--- config.mk ---
export PLATFORM = sky130hd
export DESIGN_NAME = adaptive_frame_pacer_unit
export DESIGN_NICKNAME = d
export VERILOG_FILES = /design/src/design/afp_pkg.sv /design/src/design/afp_div.sv /design/src/design/afp_ctrl.sv /design/src/design/afp_dp.sv /design/src/design/adaptive_frame_pacer_unit.sv
export SDC_FILE = /design/constraint.sdc
export NUM_CORES = 1
export LEC_CHECK = 0
export BUFFER_PORTS_ARGS = -buffer_cell sky130_fd_sc_hd__buf_2
export CORE_MARGIN = 4
export CORE_UTILIZATION = 50
export DETAILED_ROUTE_END_ITERATION = 10
export PLACE_DENSITY = 0.67
export REMOVE_ABC_BUFFERS = 1
export SETUP_SLACK_MARGIN = 0.05
export SLEW_MARGIN = 0
export SYNTH_ARGS = -nofsm -noshare
export SYNTH_HDL_FRONTEND = slang
export SYNTH_SLANG_ARGS = --single-unit
--- constraint.sdc ---
create_clock -name clk -period 14.4 [get_ports clk]
set_clock_uncertainty 0.2 [all_clocks]
set_input_delay 1.44 -clock clk [delete_from_list [all_inputs] [get_ports clk]]
set_output_delay 1.44 -clock clk [all_outputs]
set_load 0.005 [all_outputs]
--- src/design/afp_pkg.sv ---
`default_nettype none
package afp_pkg;

    localparam logic [9:0]  DEFAULT_FPS   = 10'd60;
    localparam logic [9:0]  DEEP_IDLE_FPS = 10'd5;
    localparam logic [9:0]  UNFOCUSED_FPS = 10'd5;
    localparam logic [31:0] MS_PER_SEC    = 32'd1000;
    localparam logic [31:0] DEEP_GRACE_MS = 32'd20000;
    localparam logic [31:0] SLOW_REACT_MS = 32'd5000;
    localparam logic [5:0]  CHUNK_UNFOCUSED = 6'd50;
    localparam logic [5:0]  CHUNK_SLOW      = 6'd33;
    localparam logic [5:0]  CHUNK_FAST      = 6'd16;

    // Command codes.
    localparam logic [2:0] CMD_MARK     = 3'd0;
    localparam logic [2:0] CMD_ACTIVITY = 3'd1;
    localparam logic [2:0] CMD_PRESENT  = 3'd2;
    localparam logic [2:0] CMD_THROTTLE = 3'd3;
    localparam logic [2:0] CMD_NAP      = 3'd4;

    // Action codes.
    localparam logic [1:0] ACT_NONE  = 2'd0;
    localparam logic [1:0] ACT_SLEEP = 2'd1;
    localparam logic [1:0] ACT_DONE  = 2'd2;

    // Register indexes.
    localparam logic [1:0] REG_NOMINAL = 2'd0;
    localparam logic [1:0] REG_CAP     = 2'd1;
    localparam logic [1:0] REG_IDLE    = 2'd2;
    localparam logic [1:0] REG_GRACE   = 2'd3;

    typedef struct packed {
        logic [2:0]  command;
        logic [31:0] now_ms;
        logic        window_active;
        logic        event_pending;
    } afp_in_t;

    typedef struct packed {
        logic [1:0]  action;
        logic [9:0]  sleep_ms;
        logic [9:0]  target_fps;
        logic [31:0] busy_per_sec;
    } afp_out_t;

    typedef struct packed {
        logic [9:0]  nominal_fps;
        logic [9:0]  fps_cap;
        logic [9:0]  idle_fps;
        logic [15:0] idle_grace_ms;
    } afp_cfg_t;

    // Controller to datapath.
    typedef struct packed {
        logic load;      // capture the input beat and run the simple commands
        logic thr_prep;  // throttle: window update and rate choice
        logic div_start; // start both divisions
        logic thr_fin;   // throttle: commit budgets and form the result
        logic nap;       // nap check result
        logic out_load;  // the result is complete
    } afp_cmd_t;

    // Datapath to controller.
    typedef struct packed {
        logic [2:0] command;
        logic       div_done;
    } afp_stat_t;

endpackage
`default_nettype wire

--- src/design/afp_div.sv ---
`default_nettype none
// Restoring divider for 1000 / d, one quotient bit per cycle.
module afp_div
    import afp_pkg::*;
(
    input  wire logic       clk,
    input  wire logic       rst_n,
    input  wire logic       start,
    input  wire logic [9:0] divisor,
    output logic            done,
    output logic [9:0]      quotient
);
    logic [9:0]  q_reg, q_next;
    logic [10:0] rem_reg, rem_next;
    logic [9:0]  d_reg, d_next;
    logic [3:0]  cnt_reg, cnt_next;
    logic        busy_reg, busy_next;
    logic [10:0] trial;

    assign quotient = q_reg;
    assign done = busy_reg && (cnt_reg == 4'd0);

    // Shift in the next dividend bit and try a subtraction.
    always_comb
    begin
        q_next = q_reg;
        rem_next = rem_reg;
        d_next = d_reg;
        cnt_next = cnt_reg;
        busy_next = busy_reg;
        trial = {rem_reg[9:0], q_reg[9]};
        if (start)
        begin
            q_next = MS_PER_SEC[9:0];
            rem_next = 11'd0;
            d_next = divisor;
            cnt_next = 4'd10;
            busy_next = 1'b1;
        end
        else if (busy_reg && cnt_reg != 4'd0)
        begin
            if (trial >= {1'b0, d_reg})
            begin
                rem_next = trial - {1'b0, d_reg};
                q_next = {q_reg[8:0], 1'b1};
            end
            else
            begin
                rem_next = trial;
                q_next = {q_reg[8:0], 1'b0};
            end
            cnt_next = cnt_reg - 4'd1;
        end
        else if (busy_reg)
        begin
            busy_next = 1'b0;
        end
    end

    always_ff @(posedge clk or negedge rst_n)
    begin
        if (!rst_n)
        begin
            busy_reg <= 1'b0;
            cnt_reg <= 4'd0;
        end
        else
        begin
            busy_reg <= busy_next;
            cnt_reg <= cnt_next;
        end
    end

    always_ff @(posedge clk)
    begin
        q_reg <= q_next;
        rem_reg <= rem_next;
        d_reg <= d_next;
    end
endmodule
`default_nettype wire

--- src/design/afp_ctrl.sv ---
`default_nettype none
// Sequencer for one beat: capture, throttle steps, nap check, result.
module afp_ctrl
    import afp_pkg::*;
(
    input  wire logic      clk,
    input  wire logic      rst_n,
    input  wire logic      in_valid,
    output logic           in_stall,
    input  wire logic      out_stall,
    output logic           out_valid,
    input  wire afp_stat_t stat,
    output afp_cmd_t       cmd
);
    typedef enum logic [6:0] {
        ST_IDLE  = 7'b0000001,
        ST_DISP  = 7'b0000010,
        ST_PREP  = 7'b0000100,
        ST_DIVS  = 7'b0001000,
        ST_DIVW  = 7'b0010000,
        ST_FIN   = 7'b0100000,
        ST_OUT   = 7'b1000000
    } state_t;

    state_t state_reg, state_next;
    logic   ovalid_reg, ovalid_next;
    logic   out_free;

    assign out_valid = ovalid_reg;
    assign in_stall = (state_reg != ST_IDLE);
    // The output register frees up when empty or taken this cycle.
    assign out_free = !ovalid_reg || !out_stall;

    always_comb
    begin
        state_next = state_reg;
        ovalid_next = ovalid_reg;
        cmd = '0;
        if (ovalid_reg && !out_stall)
            ovalid_next = 1'b0;
        case (state_reg)
            ST_IDLE:
            begin
                if (in_valid)
                begin
                    cmd.load = 1'b1;
                    state_next = ST_DISP;
                end
            end
            ST_DISP:
            begin
                if (stat.command == CMD_THROTTLE)
                    state_next = ST_PREP;
                else
                begin
                    cmd.nap = (stat.command == CMD_NAP);
                    state_next = ST_OUT;
                end
            end
            ST_PREP:
            begin
                cmd.thr_prep = 1'b1;
                state_next = ST_DIVS;
            end
            ST_DIVS:
            begin
                cmd.div_start = 1'b1;
                state_next = ST_DIVW;
            end
            ST_DIVW:
            begin
                if (stat.div_done)
                    state_next = ST_FIN;
            end
            ST_FIN:
            begin
                cmd.thr_fin = 1'b1;
                state_next = ST_OUT;
            end
            ST_OUT:
            begin
                if (out_free)
                begin
                    cmd.out_load = 1'b1;
                    ovalid_next = 1'b1;
                    state_next = ST_IDLE;
                end
            end
            default:
            begin
                state_next = ST_IDLE;
            end
        endcase
    end

    always_ff @(posedge clk or negedge rst_n)
    begin
        if (!rst_n)
        begin
            state_reg <= ST_IDLE;
            ovalid_reg <= 1'b0;
        end
        else
        begin
            state_reg <= state_next;
            ovalid_reg <= ovalid_next;
        end
    end

    // A result is only loaded when the output register can take it.
    a_no_overwrite: assert property (@(posedge clk) disable iff (!rst_n)
        cmd.out_load |-> out_free)
        else $error("result loaded over an untaken beat");
    // Division is waited on only after it was started.
    a_div_order: assert property (@(posedge clk) disable iff (!rst_n)
        (state_reg == ST_DIVW) |-> ($past(state_reg) == ST_DIVS
            || $past(state_reg) == ST_DIVW))
        else $error("division wait without start");
    // A beat is accepted only in idle, and then the sequencer leaves idle.
    a_accept: assert property (@(posedge clk) disable iff (!rst_n)
        (in_valid && !in_stall) |=> (state_reg == ST_DISP))
        else $error("accepted beat not dispatched");
endmodule
`default_nettype wire

--- src/design/afp_dp.sv ---
`default_nettype none
// Pacer state, rate choice, budgets and nap chunking.
module afp_dp
    import afp_pkg::*;
(
    input  wire logic     clk,
    input  wire logic     rst_n,
    input  wire afp_in_t  in_data,
    input  wire afp_cfg_t cfg,
    input  wire afp_cmd_t cmd,
    output afp_stat_t     stat,
    output afp_out_t      out_data
);
    afp_in_t     beat_reg;
    logic [31:0] frame_start_reg, last_activity_reg, last_present_reg;
    logic [31:0] busy_accum_reg, window_start_reg, busy_last_reg;
    logic [9:0]  chosen_fps_reg, soft_budget_reg;
    logic [31:0] throttle_time_reg;
    logic        deep_idle_reg, soft_phase_reg;
    logic [9:0]  base_reg, target_reg;
    logic        deep_reg;
    logic [1:0]  action_reg;
    logic [9:0]  sleep_reg;
    afp_out_t    out_reg;

    logic [31:0] now;
    logic [31:0] elapsed, since_act, since_pres, since_win, busy_sum;
    logic [9:0]  nom, base_raw, base_c, target_raw;
    logic        deep_c;
    logic        hard_done, soft_done;
    logic [9:0]  hard_q, soft_q;
    logic [9:0]  nap_rem;
    logic [5:0]  chunk;
    logic [9:0]  nap_sleep;

    assign now = beat_reg.now_ms;
    assign elapsed = now - frame_start_reg;
    assign since_act = now - last_activity_reg;
    assign since_pres = now - last_present_reg;
    assign since_win = now - window_start_reg;
    assign busy_sum = busy_accum_reg + elapsed;

    // Base rate and target rate selection.
    always_comb
    begin
        nom = (cfg.nominal_fps == 10'd0) ? DEFAULT_FPS : cfg.nominal_fps;
        base_raw = (nom < cfg.fps_cap) ? nom : cfg.fps_cap;
        base_c = (base_raw == 10'd0) ? 10'd1 : base_raw;
        target_raw = base_c;
        deep_c = 1'b0;
        if (!beat_reg.window_active)
            target_raw = UNFOCUSED_FPS;
        else if (since_act > {16'd0, cfg.idle_grace_ms})
        begin
            target_raw = cfg.idle_fps;
            if (since_act > DEEP_GRACE_MS && last_present_reg != 32'd0
                && since_pres > DEEP_GRACE_MS)
            begin
                target_raw = DEEP_IDLE_FPS;
                deep_c = 1'b1;
            end
        end
        if (target_raw == 10'd0)
            target_raw = 10'd1;
    end

    afp_div u_div_hard (
        .clk(clk), .rst_n(rst_n), .start(cmd.div_start), .divisor(base_reg),
        .done(hard_done), .quotient(hard_q)
    );
    afp_div u_div_soft (
        .clk(clk), .rst_n(rst_n), .start(cmd.div_start), .divisor(target_reg),
        .done(soft_done), .quotient(soft_q)
    );

    assign stat.command = beat_reg.command;
    assign stat.div_done = hard_done && soft_done;

    // Nap chunk rule; the remainder fits 10 bits since elapsed < soft budget.
    always_comb
    begin
        nap_rem = soft_budget_reg - elapsed[9:0];
        if (!beat_reg.window_active)
            chunk = CHUNK_UNFOCUSED;
        else if (deep_idle_reg
                 || (throttle_time_reg - last_activity_reg) > SLOW_REACT_MS)
            chunk = CHUNK_SLOW;
        else
            chunk = CHUNK_FAST;
        if (nap_rem > {3'd0, chunk, 1'b0})
            nap_sleep = nap_rem - {4'd0, chunk};
        else
            nap_sleep = (nap_rem < {4'd0, chunk}) ? nap_rem : {4'd0, chunk};
    end

    // Control state.
    always_ff @(posedge clk or negedge rst_n)
    begin
        if (!rst_n)
        begin
            frame_start_reg <= '0;
            last_activity_reg <= '0;
            last_present_reg <= '0;
            busy_accum_reg <= '0;
            window_start_reg <= '0;
            busy_last_reg <= '0;
            chosen_fps_reg <= DEFAULT_FPS;
            soft_budget_reg <= '0;
            throttle_time_reg <= '0;
            deep_idle_reg <= 1'b0;
            soft_phase_reg <= 1'b0;
        end
        else
        begin
            if (cmd.load)
            begin
                case (in_data.command)
                    CMD_MARK:     frame_start_reg <= in_data.now_ms;
                    CMD_ACTIVITY: last_activity_reg <= in_data.now_ms;
                    CMD_PRESENT:  last_present_reg <= in_data.now_ms;
                    default:      ;
                endcase
            end
            if (cmd.thr_prep)
            begin
                if (since_win >= MS_PER_SEC)
                begin
                    busy_last_reg <= busy_sum;
                    busy_accum_reg <= '0;
                    window_start_reg <= now;
                end
                else
                    busy_accum_reg <= busy_sum;
                chosen_fps_reg <= target_raw;
                throttle_time_reg <= now;
                deep_idle_reg <= deep_c;
            end
            if (cmd.thr_fin)
            begin
                soft_budget_reg <= soft_q;
                soft_phase_reg <= soft_q > hard_q;
            end
            if (cmd.nap && soft_phase_reg
                && (elapsed >= {22'd0, soft_budget_reg} || beat_reg.event_pending))
                soft_phase_reg <= 1'b0;
        end
    end

    // Beat capture, work registers and result.
    always_ff @(posedge clk)
    begin
        if (cmd.load)
        begin
            beat_reg <= in_data;
            action_reg <= ACT_NONE;
            sleep_reg <= '0;
        end
        if (cmd.thr_prep)
        begin
            base_reg <= base_c;
            target_reg <= target_raw;
            deep_reg <= deep_c;
        end
        if (cmd.thr_fin)
        begin
            if ({22'd0, hard_q} > elapsed)
            begin
                action_reg <= ACT_SLEEP;
                sleep_reg <= hard_q - elapsed[9:0];
            end
        end
        if (cmd.nap)
        begin
            if (!soft_phase_reg || elapsed >= {22'd0, soft_budget_reg}
                || beat_reg.event_pending)
                action_reg <= ACT_DONE;
            else
            begin
                action_reg <= ACT_SLEEP;
                sleep_reg <= nap_sleep;
            end
        end
        if (cmd.out_load)
        begin
            out_reg.action <= action_reg;
            out_reg.sleep_ms <= sleep_reg;
            out_reg.target_fps <= chosen_fps_reg;
            out_reg.busy_per_sec <= busy_last_reg;
        end
    end

    assign out_data = out_reg;

    // Deep idle is chosen only with its fixed rate.
    a_deep_rate: assert property (@(posedge clk) disable iff (!rst_n)
        cmd.thr_fin && deep_reg |-> target_reg == DEEP_IDLE_FPS)
        else $error("deep idle without deep idle rate");
    // Budgets never divide by zero.
    a_div_nonzero: assert property (@(posedge clk) disable iff (!rst_n)
        cmd.div_start |-> (base_reg != 10'd0 && target_reg != 10'd0))
        else $error("zero rate reached the divider");
    // Soft phase is armed only by a throttle completion.
    a_soft_arm: assert property (@(posedge clk) disable iff (!rst_n)
        $rose(soft_phase_reg) |-> $past(cmd.thr_fin))
        else $error("soft phase armed outside throttle");
endmodule
`default_nettype wire

--- src/design/adaptive_frame_pacer_unit.sv ---
`default_nettype none
// Adaptive frame pacer. Each input beat carries a command and a millisecond
// timestamp and yields exactly one result beat. Mark, activity, present,
// nap check and unknown commands go from dispatch straight to the result;
// throttle begin first chooses the rates and then runs two bit-serial
// dividers that form 1000/base and 1000/target one quotient bit a cycle.
// One beat is in work at a time; the output register lets the next beat
// enter while a result waits.
// Configuration registers at byte addresses 0, 4, 8, 12: nominal_fps,
// fps_cap, idle_fps, idle_grace_ms; write them only while the block is idle.
module adaptive_frame_pacer_unit
    import afp_pkg::*;
(
    input  wire logic        clk,
    input  wire logic        rst_n,
    input  wire logic        in_valid,
    output logic             in_stall,
    input  wire afp_in_t     in_data,
    output logic             out_valid,
    input  wire logic        out_stall,
    output afp_out_t         out_data,
    input  wire logic        psel,
    input  wire logic        penable,
    input  wire logic        pwrite,
    input  wire logic [3:0]  paddr,
    input  wire logic [31:0] pwdata,
    output logic [31:0]      prdata,
    output logic             pready
);
    afp_cfg_t  cfg_reg;
    afp_cmd_t  cmd;
    afp_stat_t stat;
    logic      wr_en;

    assign pready = 1'b1;
    assign wr_en = psel && penable && pwrite;

    // Register file write.
    always_ff @(posedge clk or negedge rst_n)
    begin
        if (!rst_n)
        begin
            cfg_reg.nominal_fps <= 10'd60;
            cfg_reg.fps_cap <= 10'd1000;
            cfg_reg.idle_fps <= 10'd15;
            cfg_reg.idle_grace_ms <= 16'd400;
        end
        else if (wr_en && paddr[1:0] == 2'd0)
        begin
            case (paddr[3:2])
                REG_NOMINAL: cfg_reg.nominal_fps <= pwdata[9:0];
                REG_CAP:     cfg_reg.fps_cap <= pwdata[9:0];
                REG_IDLE:    cfg_reg.idle_fps <= pwdata[9:0];
                REG_GRACE:   cfg_reg.idle_grace_ms <= pwdata[15:0];
                default:     ;
            endcase
        end
    end

    // Register read.
    always_comb
    begin
        case (paddr[3:2])
            REG_NOMINAL: prdata = {22'd0, cfg_reg.nominal_fps};
            REG_CAP:     prdata = {22'd0, cfg_reg.fps_cap};
            REG_IDLE:    prdata = {22'd0, cfg_reg.idle_fps};
            REG_GRACE:   prdata = {16'd0, cfg_reg.idle_grace_ms};
            default:     prdata = '0;
        endcase
    end

    afp_ctrl u_ctrl (
        .clk(clk), .rst_n(rst_n), .in_valid(in_valid), .in_stall(in_stall),
        .out_stall(out_stall), .out_valid(out_valid), .stat(stat), .cmd(cmd)
    );

    afp_dp u_dp (
        .clk(clk), .rst_n(rst_n), .in_data(in_data), .cfg(cfg_reg),
        .cmd(cmd), .stat(stat), .out_data(out_data)
    );
endmodule
`default_nettype wire
# Word level (Yosys, flattened, before mapping)
# Index checks and enable logic that the tools add are counted.
[word_totals]
inputBits = 80
wordCells = 186
reg_bits = 493
[op_classes]
muxes = 57
eq_ne = 20
addsub = 13
n_lt_le_gt_ge = 13
n_reduce_logical = 44
[ops]
columns = ["operator", "n"]
rows = [
  ["2-to-1 mux 10 bit", 16],
  ["subtractor 32 bit", 5],
  ["one-hot mux 32 bit (4 select lines)", 1],
  ["greater-than comparator 32 x 15 -> 1 bit, second input constant", 2],
  ["one-hot mux 7 bit (7 select lines)", 1],
  ["subtractor 10 bit", 4],
  ["adder 32 bit", 1],
  ["greater-or-equal comparator 32 x 10 -> 1 bit", 1],
  ["greater-or-equal comparator 32 x 10 -> 1 bit, second input constant", 1],
  ["greater-than comparator 10 x 32 -> 1 bit", 1],
  ["greater-than comparator 32 x 13 -> 1 bit, second input constant", 1],
  ["greater-than comparator 32 x 16 -> 1 bit", 1],
  ["2-to-1 mux 32 bit", 1],
  ["nonzero test 32 bit", 1],
  ["logical NOT 10 bit", 3],
  ["2-to-1 mux 7 bit", 4],
  ["2-to-1 mux 1 bit", 23],
  ["greater-or-equal comparator 11 x 10 -> 1 bit", 2],
  ["2-to-1 mux 4 bit", 4],
  ["AND reduction 2 bit", 8],
  ["logical AND 1 bit", 13],
  ["2-to-1 mux 6 bit", 2],
  ["greater-than comparator 10 bit", 1],
  ["greater-than comparator 10 x 7 -> 1 bit", 1],
  ["28 further kinds", 49],
]

# Logic depth before layout (Yosys ltp)
[logic_depth]
ltp_word = 10
mapped_depth = 27

# By module
# A second synthesis with hierarchy kept.
[hier_totals]
cells_unflattened = 3680
hier_area_um2 = 34111.5
[by_module_without_submodules]
columns = ["module", "area_per_inst_um2", "instances", "seq_area_each_um2", "cells_each"]
rows = [
  ["afp_dp", 27670.3, 1, 9734.3, 3087],
  ["adaptive_frame_pacer_unit", 2326.0, 1, 1172.4, 144],
  ["afp_div (u_dp.u_div_soft)", 1829.3, 1, 825.8, 203],
  ["afp_div (u_dp.u_div_hard)", 1813.0, 1, 825.8, 193],
  ["afp_ctrl", 473.0, 1, 201.4, 53],
]

# Least setup slack after synthesis
# OpenSTA, ideal clock, no wires.
[synth_path]
path_type = "register -> register"
startpoint = "register u_dp.throttle_time_reg[0]"
endpoint = "register u_dp.sleep_reg[0]"
path_slack_ns = 8.024
arrival_time_ns = 6.054
path_stages_with_launch = 24
period_less_slack_ns = 6.376
required_ns = 14.079
path_buffers = 0
path_cell_list = "dfrtp_1 -> inv_1 -> ha_1 -> inv_1 -> fa_1 -> a211oi_2 -> o21ai_1 -> a2111o_1 -> a311o_1 -> a211o_2 -> a2111oi_4 -> nor4_2 -> or3_1 -> a2111oi_1 -> nand4b_1 -> and2_2 -> ha_1 -> nor2b_1 -> o21a_1 -> or3_2 -> nor4_1 -> nand3b_1 -> a22oi_1 -> mux2_4"
[synth_between]
elab_chain_cells = 10
elab_cells_between_ends = 12
classes_between = "add/sub (2); order compare (3); mux (6); reduce/logical (1)"
[synth_lines]
columns = ["item", "line_no", "rtl"]
rows = [
  ["start, declared", "afp_dp.sv:18", "logic [31:0] throttle_time_reg;"],
  ["start signal, assigned", "afp_dp.sv:135", "throttle_time_reg <= now;"],
  ["subtractor 32 bit (*)", "afp_dp.sv:86", "|| (throttle_time_reg - last_activity_reg) > SLOW_REACT_MS)"],
  ["greater-than comparator 32 x 13 -> 1 bit (*)", "afp_dp.sv:86", ""],
  ["logical OR 1 bit (*)", "afp_dp.sv:86", ""],
  ["2-to-1 mux 6 bit (*)", "afp_dp.sv:85", "else if (deep_idle_reg"],
  ["2-to-1 mux 6 bit (*)", "afp_dp.sv:83", "if (!beat_reg.window_active)"],
  ["< comparator 10 x 6 -> 1 bit", "afp_dp.sv:93", "nap_sleep = (nap_rem < {4'd0, chunk}) ? nap_rem : {4'd0, chunk};"],
  ["2-to-1 mux 10 bit", "afp_dp.sv:93", ""],
  ["2-to-1 mux 10 bit (*)", "afp_dp.sv:90", "if (nap_rem > {3'd0, chunk, 1'b0})"],
  ["2-to-1 mux 10 bit (*)", "afp_dp.sv:174", "if (!soft_phase_reg || elapsed >= {22'd0, soft_budget_reg}"],
  ["2-to-1 mux 10 bit (*)", "afp_dp.sv:172", "if (cmd.nap)"],
  ["end signal, assigned", "afp_dp.sv:169", "sleep_reg <= hard_q - elapsed[9:0];"],
  ["end signal, assigned", "afp_dp.sv:180", "sleep_reg <= nap_sleep;"],
  ["end, declared", "afp_dp.sv:23", "logic [9:0] sleep_reg;"],
]
# Mark *: on every way between the ends. The rest lies on a longest branch, timed or not.
# A chain may end at the register's enable or synchronous reset.

# Worst setup path after layout
# Same ends and word-level chain as after synthesis.

==> reports/summary.txt <==
vias in the first global route: 26,400
Synth async-reset ratio: 62.9%
slowest stage delay, CP: 0.73 ns
core area: 0.0659 mm2
CP cell instances: inv_1 > ha_1 > inv_1 > fa_1 > a211oi_2 > o21ai_1 > a2111o_1 > a311o_1 > a211o_2 > a2111oi_4 > nor4_2 > or3_1 > a2111oi_1 > nand4b_1 > and2_2 > ha_1 > nor2b_1 > o21a_1 > or3_2 > nor4_1 > nand3b_1 > a22oi_1 > mux2_4
Slew headroom: 25.2%
Synth Area in Simple Gates: 16.8%
CTS tree: built
Startpoint Class: flop
peak supply drop: 135 uV
clock slew at reported path FFs: 0.06 ns
FF+latch count, synth: 493
endpoints failing hold: 0
nets@finish: 4,160
num ports: 169
filler instances: 6,045
Area contributors post-synth: dfrtp_1, edfxtp_1, ha_1
Core Rows: 94
dpl cell area: 0.0347 mm2
CTS root buffer: clkbuf_16
via/cell ratio: 5.90
Buf/Inv on CP: 2
Leak Pwr: 16.4 nW
Post-CTS Hold Buffers: 0
# diodes: 0
Post-CTS Resized: 0
area of the multi-input gates: 0.0188 mm2
Cells after Synth: 3,700
Initial Utilization: 50.6%
Die Ht: 266 um
GR Overflow Total: 0
Hold Crit Class: flop to flop
critical path data required time: 14.72 ns
drt total wl: 94,300 um
crit path capture type: flop
Final setup violation count: 0
largest net degree at the start of global routing: 115
TritonCTS Buffers: 54
Post-Syn Area: 0.0333 mm2
Synth Flop Type: dfrtp_1
Post-DRT Antenna Nets: 0
H-tree depth: 2
Avg Cell Area, Syn: 9.01 um2
share of layout cells above drive strength 1: 11.2%
top cell type's share of synthesized area: 21.6%
YS warnings: 0
RD Place Congestion: 0.981
Synth Area in Adders: 11.2%
antenna violations before repair: 1
Final Critical Period: 7.63 ns
max FFs per register: 54
Max Transition Viols Final: 0
xor-xnor portion of the synthesized cell area: 3.60%
CP Class: flop to flop
RSZ-0062 raised after global routing: no
top-count cell post-synth: nand2_1
register area: 0.0128 mm2
Vias: 27,700
Worst Tran Pin Value: 1.12 ns
clock latency on the worst-skew pair: 0.63 ns
number of synthesized flops with an enable pin: 131
PD cells: 244 mW/mm2
most frequent cells after synthesis: nand2_1, inv_1, o21ai_0
Tot GR Track Use: 26.0%
Max-cap violations: 0
TritonRoute pass-1 iters: 6
crit-path max FO: 5
largest family of logic cells by synthesized area: compound AO/OA/AOI/OAI gates
Tcrit/Tclk final: 53.0%
Slowest-stage cell, CP: nor4_1
Min Hold Slack: 0.210 ns
Avg WL per Cell: 20.1 um
post-synthesis compound-gate area fraction: 19.1%
post-layout instance area: 0.0366 mm2
clock buffer depth: 3
hpwl dp: 71,400 um
post-synth cell types: 99
Design Power: 8.95 mW
drc violations: 0
Critical Path AT: 7.95 ns
Die X: 266 um
DIE AREA: 0.0709 mm2
Fin Setup TNS: 0 ns
Sink Count: 493
postcts setup bufs: 0
Iter 0 DRT Violations: 2,384
multiplexer share of the synthesized area: 5.37%
FMAX: 131 MHz
first-pass GRT wire length: 148,000 um
status: finished, final reports clean
I/O Buffers: 135
Synth area leader: dfrtp_1
Top delay family on crit path: compound AO/OA/AOI/OAI gates
Area Overhead vs Synth: 9.91%
register area share after synthesis: 38.3%
==> final cells by class <==
| cell class | instances | area share (%) |
|---|---|---|
| clock buffer | 73 | 4.05 |
| clock inverter | 29 | 1.11 |
| inverter | 322 | 3.30 |
| multi-input combinational | 2754 | 51.3 |
| sequential | 493 | 34.8 |
| tap | 864 | 2.95 |
| timing repair buffer | 162 | 2.43 |
==> cells in the final DEF (no fill, tap or decap), drive strengths merged, types with 53 or more instances in the layout <==
master and count:
ha 282, clkbuf 73, nand4 83, a21oi 216
o21ai 321, nand3 109, nor3 69, nand2b 53
xnor2 86, inv 329, dfrtp 288, nand2 437
a21o 85, edfxtp 131, mux2 104, nor2 198
buf 162
==> final timing paths <==
kind / start / to / slack, ns / cells after the start
max in group asynchronous: rst_n / u_dp.chosen_fps_reg[6]$_DFFE_PN0P_ / 11.72 / 2
min in group asynchronous: rst_n / u_dp.last_present_reg[2]$_DFFE_PN0P_ / 0.73 / 1
max: u_dp.throttle_time_reg[0]$_DFFE_PN0P_ / u_dp.sleep_reg[0]$_DFF_P_ / 6.77 / 23
min: u_dp.target_reg[4]$_DFFE_PP_ / u_dp.u_div_soft.d_reg[4]$_DFFE_PP_ / 0.21 / 0
min reg2reg: u_dp.target_reg[4]$_DFFE_PP_ / u_dp.u_div_soft.d_reg[4]$_DFFE_PP_ / 0.21 / 0
max reg2reg: u_dp.throttle_time_reg[0]$_DFFE_PN0P_ / u_dp.sleep_reg[0]$_DFF_P_ / 6.77 / 23
==> cells by family after synthesis <==
family,count (synthesis)
and+or+nand+nor,1159
AOI/OAI and AO/OA,995
DFF,493
buffers and inverters,468
adders and majority gates,293
muxes,153
xor gates and xnor gates,137
other,2
==> per-layer routing <==
layer  up-vias  global-route usage, %  wire length (um)
li1      13500                      -                 -
met1     13300                   36.3             42100
met2       756                   42.5             43700
met3       159                   3.20              5020
met4         0                   8.54              3390
met5         -                      0                 0
==> through the flow <==
step / setup WS, ns / utilization [%] / instances
4_1_cts: 6.95 / 55.6 / 4697
6_report: 6.77 / 55.6 / 4697
2_1_floorplan: 7.41 / - / 3569
5_1_grt: 6.53 / 55.6 / 4697
3_3_place_gp: 6.97 / 52.7 / 4595
3_5_place_dp: 6.95 / 52.7 / 4595
==> power by group <==
part,internal (mW),switching (mW),leakage [nW]
clock,0.864,0.620,0.917
combinational,2.07,3.38,9.89
sequential,1.79,0.224,5.62
Note: power is estimated with default switching activity, not from simulation.
